`config.mk`:
```
export PLATFORM = sky130hd
export DESIGN_NAME = euclidean_edge_weight_filter_core
export DESIGN_NICKNAME = d
export VERILOG_FILES = /design/src/rtl/core/eewf_pkg.sv /design/src/rtl/core/eewf_sq_lane.sv /design/src/rtl/core/eewf_sqrt_cell.sv /design/src/rtl/core/euclidean_edge_weight_filter_core.sv
export SDC_FILE = /design/constraint.sdc
export NUM_CORES = 2
export LEC_CHECK = 0
export ABC_AREA = 1
export ABC_CLOCK_PERIOD_IN_PS = 130199
export BUFFER_PORTS_ARGS = -buffer_cell sky130_fd_sc_hd__buf_2
export CORE_MARGIN = 2
export CORE_UTILIZATION = 45
export DETAILED_ROUTE_END_ITERATION = 6
export HOLD_SLACK_MARGIN = 0.02
export SYNTH_ARGS = -nofsm -noshare
export SYNTH_HDL_FRONTEND = slang
export SYNTH_SLANG_ARGS = --single-unit
```
`constraint.sdc`:
```
create_clock -name i_clk -period 130.2 [get_ports i_clk]
set_input_delay 13.02 -clock i_clk [delete_from_list [all_inputs] [get_ports i_clk]]
set_output_delay 13.02 -clock i_clk [all_outputs]
set_load 0.005 [all_outputs]
```
`src/rtl/core/eewf_pkg.sv`:
```
// Shared widths and the square-root cell word of the edge-weight filter.
`default_nettype none
package eewf_pkg;

    localparam int COORD_BITS  = 16;
    localparam int INDEX_BITS  = 16;
    localparam int SQ_BITS     = 2 * COORD_BITS;
    localparam int SUM_BITS    = 2 * COORD_BITS + 2;
    localparam int ROOT_BITS   = COORD_BITS + 1;
    localparam int REM_BITS    = COORD_BITS + 4;
    localparam int SQRT_STEPS  = SUM_BITS / 2;
    localparam int CFG_IDX_BITS = 2;
    localparam int CFG_DATA_BITS = ROOT_BITS;

    localparam logic [CFG_IDX_BITS-1:0] REG_DIMENSION = 2'd0;
    localparam logic [CFG_IDX_BITS-1:0] REG_THRESHOLD = 2'd1;
    localparam logic [CFG_IDX_BITS-1:0] REG_BYPASS    = 2'd2;

    typedef logic [COORD_BITS-1:0] t_coord;
    typedef logic [INDEX_BITS-1:0] t_index;
    typedef logic [SQ_BITS-1:0]    t_square;

    // One word moving down the square-root chain.
    typedef struct packed {
        logic                  valid;
        t_index                src;
        t_index                tgt;
        logic [SUM_BITS-1:0]   rad;
        logic [REM_BITS-1:0]   rem;
        logic [ROOT_BITS-1:0]  root;
    } t_cell;

endpackage
`default_nettype wire

```
`src/rtl/core/eewf_sq_lane.sv`:
```
// One coordinate lane: absolute difference and its square, registered.
`default_nettype none
module eewf_sq_lane (
    input  wire logic             i_clk,
    input  wire logic             i_en,
    input  wire eewf_pkg::t_coord i_a,
    input  wire eewf_pkg::t_coord i_b,
    output eewf_pkg::t_square     o_sq
);
    import eewf_pkg::*;

    t_coord  diff;
    t_square r_sq;

    assign diff = (i_a >= i_b) ? (i_a - i_b) : (i_b - i_a);

    always_ff @(posedge i_clk) begin
        if (i_en) begin
            r_sq <= SQ_BITS'(diff) * SQ_BITS'(diff);
        end
    end

    assign o_sq = r_sq;
endmodule
`default_nettype wire

```
`src/rtl/core/eewf_sqrt_cell.sv`:
```
// One restoring square-root step: takes the next radicand digit pair.
`default_nettype none
module eewf_sqrt_cell (
    input  wire logic            i_clk,
    input  wire logic            i_rst_n,
    input  wire logic            i_en,
    input  wire eewf_pkg::t_cell i_cell,
    output eewf_pkg::t_cell      o_cell
);
    import eewf_pkg::*;

    logic [REM_BITS-1:0] rem_sh;
    logic [REM_BITS-1:0] trial;
    logic                fits;
    t_cell               n_cell;
    t_cell               r_cell;

    always_comb begin
        rem_sh = {i_cell.rem[REM_BITS-3:0], i_cell.rad[SUM_BITS-1 -: 2]};
        trial  = {{(REM_BITS-2-ROOT_BITS){1'b0}}, i_cell.root, 2'b01};
        fits   = (rem_sh >= trial);
        n_cell       = i_cell;
        n_cell.rad   = {i_cell.rad[SUM_BITS-3:0], 2'b00};
        n_cell.rem   = fits ? (rem_sh - trial) : rem_sh;
        n_cell.root  = {i_cell.root[ROOT_BITS-2:0], fits};
    end

    always_ff @(posedge i_clk) begin
        if (!i_rst_n) begin
            r_cell.valid <= 1'b0;
        end else if (i_en) begin
            r_cell.valid <= n_cell.valid;
        end
        if (i_en) begin
            r_cell.src  <= n_cell.src;
            r_cell.tgt  <= n_cell.tgt;
            r_cell.rad  <= n_cell.rad;
            r_cell.rem  <= n_cell.rem;
            r_cell.root <= n_cell.root;
        end
    end

    assign o_cell = r_cell;
endmodule
`default_nettype wire

```
`src/rtl/core/euclidean_edge_weight_filter_core.sv`:
```
// Top level of the Euclidean edge-weight filter: lanes, adder and root chain.
//
//  channel   direction  handshake                 payload
//  in        sink       i_in_valid / o_in_stall   i_edge_source .. i_b_z
//  out       source     o_out_valid / i_out_stall o_out_source .. o_keep_edge
//  cfg       sink       i_cfg_we                  i_cfg_index, i_cfg_data
//
// One word is taken per cycle while the pipeline is not stalled. The edge that
// accepts a word loads the squaring lanes, the sum register follows, then one
// cell per root digit in the 17-cell chain, the last of which is the output.
// Reset is synchronous and empties the pipeline; the registers return to
// dimension 2, threshold all ones and pruning on.
// An output stall on a valid word freezes the whole pipeline; o_in_stall follows it.
`default_nettype none
module euclidean_edge_weight_filter_core (
    input  wire logic                                  i_clk,
    input  wire logic                                  i_rst_n,
    input  wire logic                                  i_in_valid,
    output logic                                       o_in_stall,
    input  wire eewf_pkg::t_index                      i_edge_source,
    input  wire eewf_pkg::t_index                      i_edge_target,
    input  wire eewf_pkg::t_coord                      i_a_w,
    input  wire eewf_pkg::t_coord                      i_a_x,
    input  wire eewf_pkg::t_coord                      i_a_y,
    input  wire eewf_pkg::t_coord                      i_a_z,
    input  wire eewf_pkg::t_coord                      i_b_w,
    input  wire eewf_pkg::t_coord                      i_b_x,
    input  wire eewf_pkg::t_coord                      i_b_y,
    input  wire eewf_pkg::t_coord                      i_b_z,
    output logic                                       o_out_valid,
    input  wire logic                                  i_out_stall,
    output eewf_pkg::t_index                           o_out_source,
    output eewf_pkg::t_index                           o_out_target,
    output logic [eewf_pkg::ROOT_BITS-1:0]             o_edge_weight,
    output logic                                       o_keep_edge,
    input  wire logic                                  i_cfg_we,
    input  wire logic [eewf_pkg::CFG_IDX_BITS-1:0]     i_cfg_index,
    input  wire logic [eewf_pkg::CFG_DATA_BITS-1:0]    i_cfg_data
);
    import eewf_pkg::*;

    logic                  dim_is_3;
    logic [2:0]            r_dimension;
    logic [ROOT_BITS-1:0]  r_threshold;
    logic                  r_prune_bypass;

    logic                  adv;
    logic                  r_s1_valid;
    t_index                r_s1_src;
    t_index                r_s1_tgt;
    t_square               sq_w, sq_x, sq_y, sq_z;
    logic                  use_z, use_w;
    logic [SUM_BITS-1:0]   sum;
    t_cell                 r_s2;
    t_cell                 chain [0:SQRT_STEPS];

    // Configuration registers.
    always_ff @(posedge i_clk) begin
        if (!i_rst_n) begin
            r_dimension    <= 3'd2;
            r_threshold    <= '1;
            r_prune_bypass <= 1'b0;
        end else if (i_cfg_we) begin
            case (i_cfg_index)
                REG_DIMENSION: r_dimension    <= i_cfg_data[2:0];
                REG_THRESHOLD: r_threshold    <= i_cfg_data[ROOT_BITS-1:0];
                REG_BYPASS:    r_prune_bypass <= i_cfg_data[0];
                default:       ;
            endcase
        end
    end

    assign dim_is_3 = (r_dimension == 3'd3);

    // The pipeline moves as one unless a finished word is held at the output.
    assign adv        = !(o_out_valid && i_out_stall);
    assign o_in_stall = !adv;

    eewf_sq_lane u_lane_w (.i_clk, .i_en(adv), .i_a(i_a_w), .i_b(i_b_w), .o_sq(sq_w));
    eewf_sq_lane u_lane_x (.i_clk, .i_en(adv), .i_a(i_a_x), .i_b(i_b_x), .o_sq(sq_x));
    eewf_sq_lane u_lane_y (.i_clk, .i_en(adv), .i_a(i_a_y), .i_b(i_b_y), .o_sq(sq_y));
    eewf_sq_lane u_lane_z (.i_clk, .i_en(adv), .i_a(i_a_z), .i_b(i_b_z), .o_sq(sq_z));

    always_ff @(posedge i_clk) begin
        if (!i_rst_n) begin
            r_s1_valid <= 1'b0;
        end else if (adv) begin
            r_s1_valid <= i_in_valid;
        end
        if (adv) begin
            r_s1_src <= i_edge_source;
            r_s1_tgt <= i_edge_target;
        end
    end

    // Any dimension code other than three or four falls back to the plane.
    assign use_z = dim_is_3 || (r_dimension == 3'd4);
    assign use_w = (r_dimension == 3'd4);

    assign sum = SUM_BITS'(sq_x) + SUM_BITS'(sq_y)
               + (use_z ? SUM_BITS'(sq_z) : '0)
               + (use_w ? SUM_BITS'(sq_w) : '0);

    always_ff @(posedge i_clk) begin
        if (!i_rst_n) begin
            r_s2.valid <= 1'b0;
        end else if (adv) begin
            r_s2.valid <= r_s1_valid;
        end
        if (adv) begin
            r_s2.src  <= r_s1_src;
            r_s2.tgt  <= r_s1_tgt;
            r_s2.rad  <= sum;
            r_s2.rem  <= '0;
            r_s2.root <= '0;
        end
    end

    assign chain[0] = r_s2;

    for (genvar g = 0; g < SQRT_STEPS; g++) begin : g_cell
        eewf_sqrt_cell u_cell (
            .i_clk,
            .i_rst_n,
            .i_en   (adv),
            .i_cell (chain[g]),
            .o_cell (chain[g+1])
        );
    end

    assign o_out_valid   = chain[SQRT_STEPS].valid;
    assign o_out_source  = chain[SQRT_STEPS].src;
    assign o_out_target  = chain[SQRT_STEPS].tgt;
    assign o_edge_weight = chain[SQRT_STEPS].root;
    assign o_keep_edge   = r_prune_bypass || (o_edge_weight <= r_threshold);

`ifndef ASSERT_OFF
    a_reset_empties: assert property (@(posedge i_clk) disable iff (!i_rst_n)
        $past(!i_rst_n) |-> !o_out_valid)
        else $error("output word valid straight after reset");

    a_stall_cause: assert property (@(posedge i_clk) disable iff (!i_rst_n)
        o_in_stall |-> (o_out_valid && i_out_stall))
        else $error("input stalled without a held output word");

    a_prune_rule: assert property (@(posedge i_clk) disable iff (!i_rst_n)
        (o_out_valid && !o_keep_edge) |-> (!r_prune_bypass && o_edge_weight > r_threshold))
        else $error("word pruned against the threshold rule");

    a_chain_hold: assert property (@(posedge i_clk) disable iff (!i_rst_n)
        (o_out_valid && i_out_stall) |=> (o_out_valid && $stable(o_edge_weight)))
        else $error("held output word changed under stall");
`endif
endmodule
`default_nettype wire
```
### Yosys cells after proc, flatten, opt, wreduce, memory -nomap -nowiden

Index checks and enable logic that the tools add are counted.

* add/subtract/negate cells: 27
* multipliers: 4
* order comparisons: 22
* eq/ne operators: 4
* mux-type cells: 22
* reduce and logical (&&, ||, !) cells: 7

Operators with widths (count)
* $mux W18: 15
* $mul A16 B16 Y32: 4
* $sub A16 B16 Y16: 8
* $ge A16 B16 Y1: 4
* $mux W16: 4
* $mux W32: 2
* $add A33 B32 Y34: 1
* $add A34 B32 Y34: 1
* $add A32 B32 Y33: 1
* $ge A20 B10 Y1: 1
* $ge A20 B11 Y1: 1
* $ge A20 B12 Y1: 1
* $ge A20 B13 Y1: 1
* $ge A20 B14 Y1: 1
* $ge A20 B15 Y1: 1
* $ge A20 B16 Y1: 1
* $ge A20 B17 Y1: 1
* $ge A20 B18 Y1: 1
* $ge A20 B3 Y1: 1
* $ge A20 B4 Y1: 1
* $ge A20 B5 Y1: 1
* $ge A20 B6 Y1: 1
* $ge A20 B7 Y1: 1
* $ge A20 B8 Y1: 1
* other kinds (28): 31

* register bits after elaboration: 1508
* bits of input ports: 184
* output and inout bits: 52

### Logic depth before layout (Yosys ltp)

* word-level depth: 5
* mapped depth: 40
* depth with buffers taken out: 38

### Modules after synthesis

From an unflattened synthesis, not the netlist that was laid out.

* cell total of the unflattened synthesis: 13611
* area, all modules: 129736.9 um^2

By module, submodules not included
* eewf_sqrt_cell: instances 17, cells an instance 430, area an instance 4688.2 um^2, seq. area each 3052.9 um^2
* eewf_sq_lane (u_lane_w ...): instances 2, cells an instance 1315, area an instance 10257.3 um^2, seq. area each 930.9 um^2
* eewf_sq_lane (u_lane_y): instances 1, cells an instance 1319, area an instance 10423.7 um^2, seq. area each 930.9 um^2
* eewf_sq_lane (u_lane_z): instances 1, cells an instance 1317, area an instance 10382.5 um^2, seq. area each 930.9 um^2
* euclidean_edge_weight_filter_core: instances 1, cells an instance 1035, area an instance 8715.9 um^2, seq. area each 3403.3 um^2

### Least setup slack after synthesis

OpenSTA, ideal clock, no wires.

* path kind: input-to-reg
* from: in i_out_stall
* to: reg g_cell[16].u_cell.r_cell, in the netlist g_cell[16].u_cell.o_cell[103]
* library setup time: 2.010 ns
* arrival time: 54.371 ns
* path slack: 73.819 ns
* stages: 4
* buffers on the path: 2
* path through: nand2_1 > clkbuf_1 > clkbuf_1 > a21boi_0

* word-level cells in the longest chain between the ends: 1

Ends and longest elaborated chain
* start: declaration: line euclidean_edge_weight_filter_core.sv:31 `input wire logic i_out_stall,`
* $logic_and A1 B1 Y1: line euclidean_edge_weight_filter_core.sv:76 `assign adv = !(o_out_valid && i_out_stall);`
* end: declaration: line eewf_sqrt_cell.sv:16 `t_cell r_cell;`

Every way passes these cells.
A chain may end at the register's enable or synchronous reset.

### Worst setup path in the final report

* from: in i_out_stall
* to: out o_in_stall

* word-level cells in the longest chain between the ends: 1

Ends and longest elaborated chain
* $logic_and A1 B1 Y1: line euclidean_edge_weight_filter_core.sv:76
* end: declaration: line euclidean_edge_weight_filter_core.sv:19 `output logic o_in_stall,`

Every way passes these cells.

==> impl_metrics.py <==
metrics = {
    "timing": {
        "rsz_0062_raised_after_global_routing": "false",
        "final_min_period_over_clock_period_pct": 21.0,
        "final_max_slew_viol_count": 0,
        "finalClockSkew_ps": 30.6,
        "setup_viol_count_final": 0,
        "totalNegativeSetupSlack_ps": 0,
        "worst-slew-pin-transition_ps": 1100,
        "post-route-min-period_ps": 27320,
        "slew_headroom_pct": 25.7,
        "max_clock_freq_ghz": 0.0366,
        "report.final.hold_viol_count": 0,
    },
    "clocking": {
        "cts_resized": 0,
        "clockBufferDepth": 3,
        "cts-buffers-inserted": 151,
        "worst_setup_hold_path_clk_slew_ps": 70,
        "cts_num_sinks": 1499,
        "post_cts_hold_buffer_count": 0,
        "clock_tree_from_tritoncts": "done",
        "clk-insertion-delay-late_ps": 800,
        "cts_root_buf": "sky130_fd_sc_hd__clkbuf_16",
        "cts_setup_buffers": 0,
        "cts-htree-levels": 4,
    },
    "setup_path": {
        "critical_path.n_buffers_inverters": 3,
        "critical-path-max-stage-delay_ps": 460,
        "timing.critical_path.to_type": "output port",
        "reg2reg_from": "r_dimension[1]",
        "worst_setup_path_start_kind": "input port",
        "critical_path_arrival_ps": 14300,
        "worst_r2r_endpoint": "chain[1820]",
        "critical_path.most_common_cell": "sky130_fd_sc_hd__buf_2",
        "critical-path-top-delay-family": "buffers and inverters",
        "worst_path_class_setup": "input port to output port",
        "path_max_fanout": 54,
        "ff2ff_path_depth": 15,
        "cp_slowest_cell": "sky130_fd_sc_hd__nand2_4",
        "critical_path.cell_chain": "buf_2, nand2_4, inv_1, buf_2",
        "worst-r2r-setup-slack_ps": 124330,
        "crit_cells": 4,
        "worst_ep_required_time_ps": 117180,
    },
    "yosys": {
        "synth_top_flop_cell": "sky130_fd_sc_hd__edfxtp_1",
        "synth-edff-count": 1459,
        "synthesis.instances": 9535,
        "yosysWarnings": 0,
        "ys_seq_area_share_pct": 45.4,
        "syn-cell-area_mm2": 0.0983,
        "synth-async-reset-ratio_pct": 0,
        "number_of_distinct_library_cells_after_synthesis": 56,
        "syn_area_per_cell_um2": 10.3,
        "ys_ff_latch": 1499,
    },
    "drt": {
        "num_vias": 63500,
        "detail_route.first_pass.iterations": 6,
        "viasPerCell": 4.97,
        "initialDrtViolationCount": 4244,
        "post_drt_wl_per_cell_um": 16.3,
        "detail_route.drc_violations": 0,
        "drt.antenna.violating_nets": 0,
        "detail_route.wirelength_um": 207000,
    },
    "cells_and_area": {
        "final_area_mm2": 0.107,
        "areaGrowthSynthToFinish_pct": 9.05,
        "drive_gt1_share_pct": 6.38,
        "fill_cells": 19700,
        "layout.nets": 11400,
        "multiInputGateArea_mm2": 0.0455,
        "register_area_mm2": 0.0446,
    },
    "die": {
        "die_h_um": 471,
        "initial_core_util_pct": 45.3,
        "design.die.area_mm2": 0.222,
        "die_w_um": 471,
        "design.portCount": 236,
        "site_rows": 171,
        "fp.coreArea_mm2": 0.217,
    },
    "global_route": {
        "grt_start_max_net_pins": 186,
        "leftover_overflow_at_the_end_of_global_routing": 0,
        "gr-usage-met3_pct": 2.48,
        "first_global_vias": 64900,
        "grt-busiest-layer": "met2",
        "grt_use_met1_pct": 25.4,
        "initial_antenna_violation_count": 7,
        "grt_first_pass_wirelength_um": 337000,
        "globalRouteMet2Util_pct": 31.6,
        "combined_global_route_utilization_of_all_metal_layers_pct": 18.8,
    },
    "place": {
        "place.detailed.hpwl_um": 163000,
        "detailed_place.area_mm2": 0.102,
        "routability_congestion": 0.917,
        "numPortBuffers": 235,
    },
    "status": {
        "run_status": "complete, no violations",
    },
    "hold_path": {
        "min-delay-path-class": "register to register",
        "holdPathEnd": "g_cell[15].u_cell.o_cell[86]",
        "hold-path-cell-count": 0,
        "worstHoldStart": "g_cell[14].u_cell.o_cell[86]",
    },
    "flow_run": {
        "cap_violations": 0,
    },
}
-- worst max path at each step --
stage	startpoint	end	slack, ps
after floorplan	i_out_stall	g_cell[16].u_cell.o_cell[103]	73820
final	i_out_stall	o_in_stall	102880
after CTS	i_out_stall	o_in_stall	102840
after detailed placement	i_out_stall	o_in_stall	102840
after global placement	i_out_stall	o_in_stall	102900
after global routing	i_out_stall	o_in_stall	102710
-- worst register-to-register path, stage by stage, from the launching register on --
cell and delay (ps):
sky130_fd_sc_hd__dfxtp_1 360, sky130_fd_sc_hd__nor2_1 70, sky130_fd_sc_hd__o21ai_0 850, sky130_fd_sc_hd__inv_1 760, sky130_fd_sc_hd__nand2_1 480, sky130_fd_sc_hd__fa_1 470
sky130_fd_sc_hd__inv_1 80, sky130_fd_sc_hd__fa_1 410, sky130_fd_sc_hd__ha_1 370, sky130_fd_sc_hd__nand2_1 60, sky130_fd_sc_hd__o21ai_0 380, sky130_fd_sc_hd__a21oi_1 200
sky130_fd_sc_hd__o21ai_0 480, sky130_fd_sc_hd__nand2_1 140, sky130_fd_sc_hd__nand2_1 180, sky130_fd_sc_hd__xor2_1 360
-- metal layers --
layer	vias up	routed length [um]	part of all wire, %
li1	31200	-	-
met1	30600	92600	45
met2	1354	99600	48
met3	339	9410	4.5
met4	8	5780	2.8
met5	-	46	0.022
-- final cells by class --
| class | instances | share of cell area, % |
|---|---|---|
| diodes | 1 | 0.00233 |
| repair buffers | 256 | 1.28 |
| well taps | 2854 | 3.33 |
| flip-flops and latches | 1499 | 41.6 |
| clock inverters | 100 | 0.971 |
| clock buffers | 178 | 3.62 |
| inverters | 1931 | 6.76 |
| multi-input cells | 5945 | 42.4 |
-- Yosys cell counts, types with 41 or more instances --
cell	n	area (um2)
sky130_fd_sc_hd__inv_1	1885	7080
sky130_fd_sc_hd__fa_1	720	14400
sky130_fd_sc_hd__edfxtp_1	1459	43800
sky130_fd_sc_hd__ha_1	739	9250
sky130_fd_sc_hd__nand4_1	59	369
sky130_fd_sc_hd__nand3_1	274	1370
sky130_fd_sc_hd__a21oi_1	464	2320
sky130_fd_sc_hd__nor3_1	80	400
sky130_fd_sc_hd__o21ai_0	316	1580
sky130_fd_sc_hd__nor2_1	759	2850
sky130_fd_sc_hd__inv_2	41	154
sky130_fd_sc_hd__buf_4	74	556
sky130_fd_sc_hd__xor2_1	265	2320
sky130_fd_sc_hd__nand2_1	1745	6550
sky130_fd_sc_hd__buf_2	54	270
sky130_fd_sc_hd__xnor2_1	152	1330
sky130_fd_sc_hd__nand2_2	43	269
-- flip-flops by register name, indices dropped and copies added, names as in the netlist --
register	flops
u_lane_x.o_sq	31
u_lane_w.o_sq	31
r_threshold	17
u_lane_z.o_sq	31
r_s1_src	16
r_s1_valid	1
r_prune_bypass	1
r_s1_tgt	16
u_lane_y.o_sq	31
r_dimension	3
chain	67
g_cell.u_cell.o_cell	1254
-- layout by cell type (no fill, tap or decap), types with 79 or more instances in the layout --
cell type / Yosys / routed
sky130_fd_sc_hd__o21ai_0: 316 / 316
sky130_fd_sc_hd__nand2_1: 1745 / 1744
sky130_fd_sc_hd__xnor2_1: 152 / 152
sky130_fd_sc_hd__nor3_1: 80 / 79
sky130_fd_sc_hd__fa_1: 720 / 720
sky130_fd_sc_hd__xor2_1: 265 / 265
sky130_fd_sc_hd__a21oi_1: 464 / 464
sky130_fd_sc_hd__nand3_1: 274 / 274
sky130_fd_sc_hd__edfxtp_1: 1459 / 1459
sky130_fd_sc_hd__clkbuf_16: 0 / 151
sky130_fd_sc_hd__inv_1: 1885 / 1885
sky130_fd_sc_hd__ha_1: 739 / 739
sky130_fd_sc_hd__buf_2: 54 / 235
sky130_fd_sc_hd__nor2_1: 759 / 759
-- cells by family after synthesis --
logic type	Yosys count	synth area share, %
AND/OR/NAND/NOR	3058	12.7
other	1	0.00381
adder cells (fa/ha/maj)	1459	24.1
AO/OA/AOI/OAI	1006	5.71
flip-flops	1499	45.4
buffers and inverters	2093	8.37
XOR/XNOR	419	3.76
-- stage by stage --
| step | std cells | hold WS (ps) | worst slack [ps] | utilization (%) |
|---|---|---|---|---|
| 5_1_grt | 12800 | 401 | 102710 | 49.4 |
| 4_1_cts | 12800 | 389 | 102840 | 49.4 |
| 2_1_floorplan | 9537 | 400 | 73820 | - |
| 3_3_place_gp | 12500 | 400 | 102900 | 47.1 |
| 3_5_place_dp | 12500 | 405 | 102840 | 47.1 |
| 6_report | 12800 | 392 | 102880 | 49.4 |
Power is left out: the tool's default activity adds up to more than one toggle a clock period on the data nets, which glitch-free logic cannot reach.
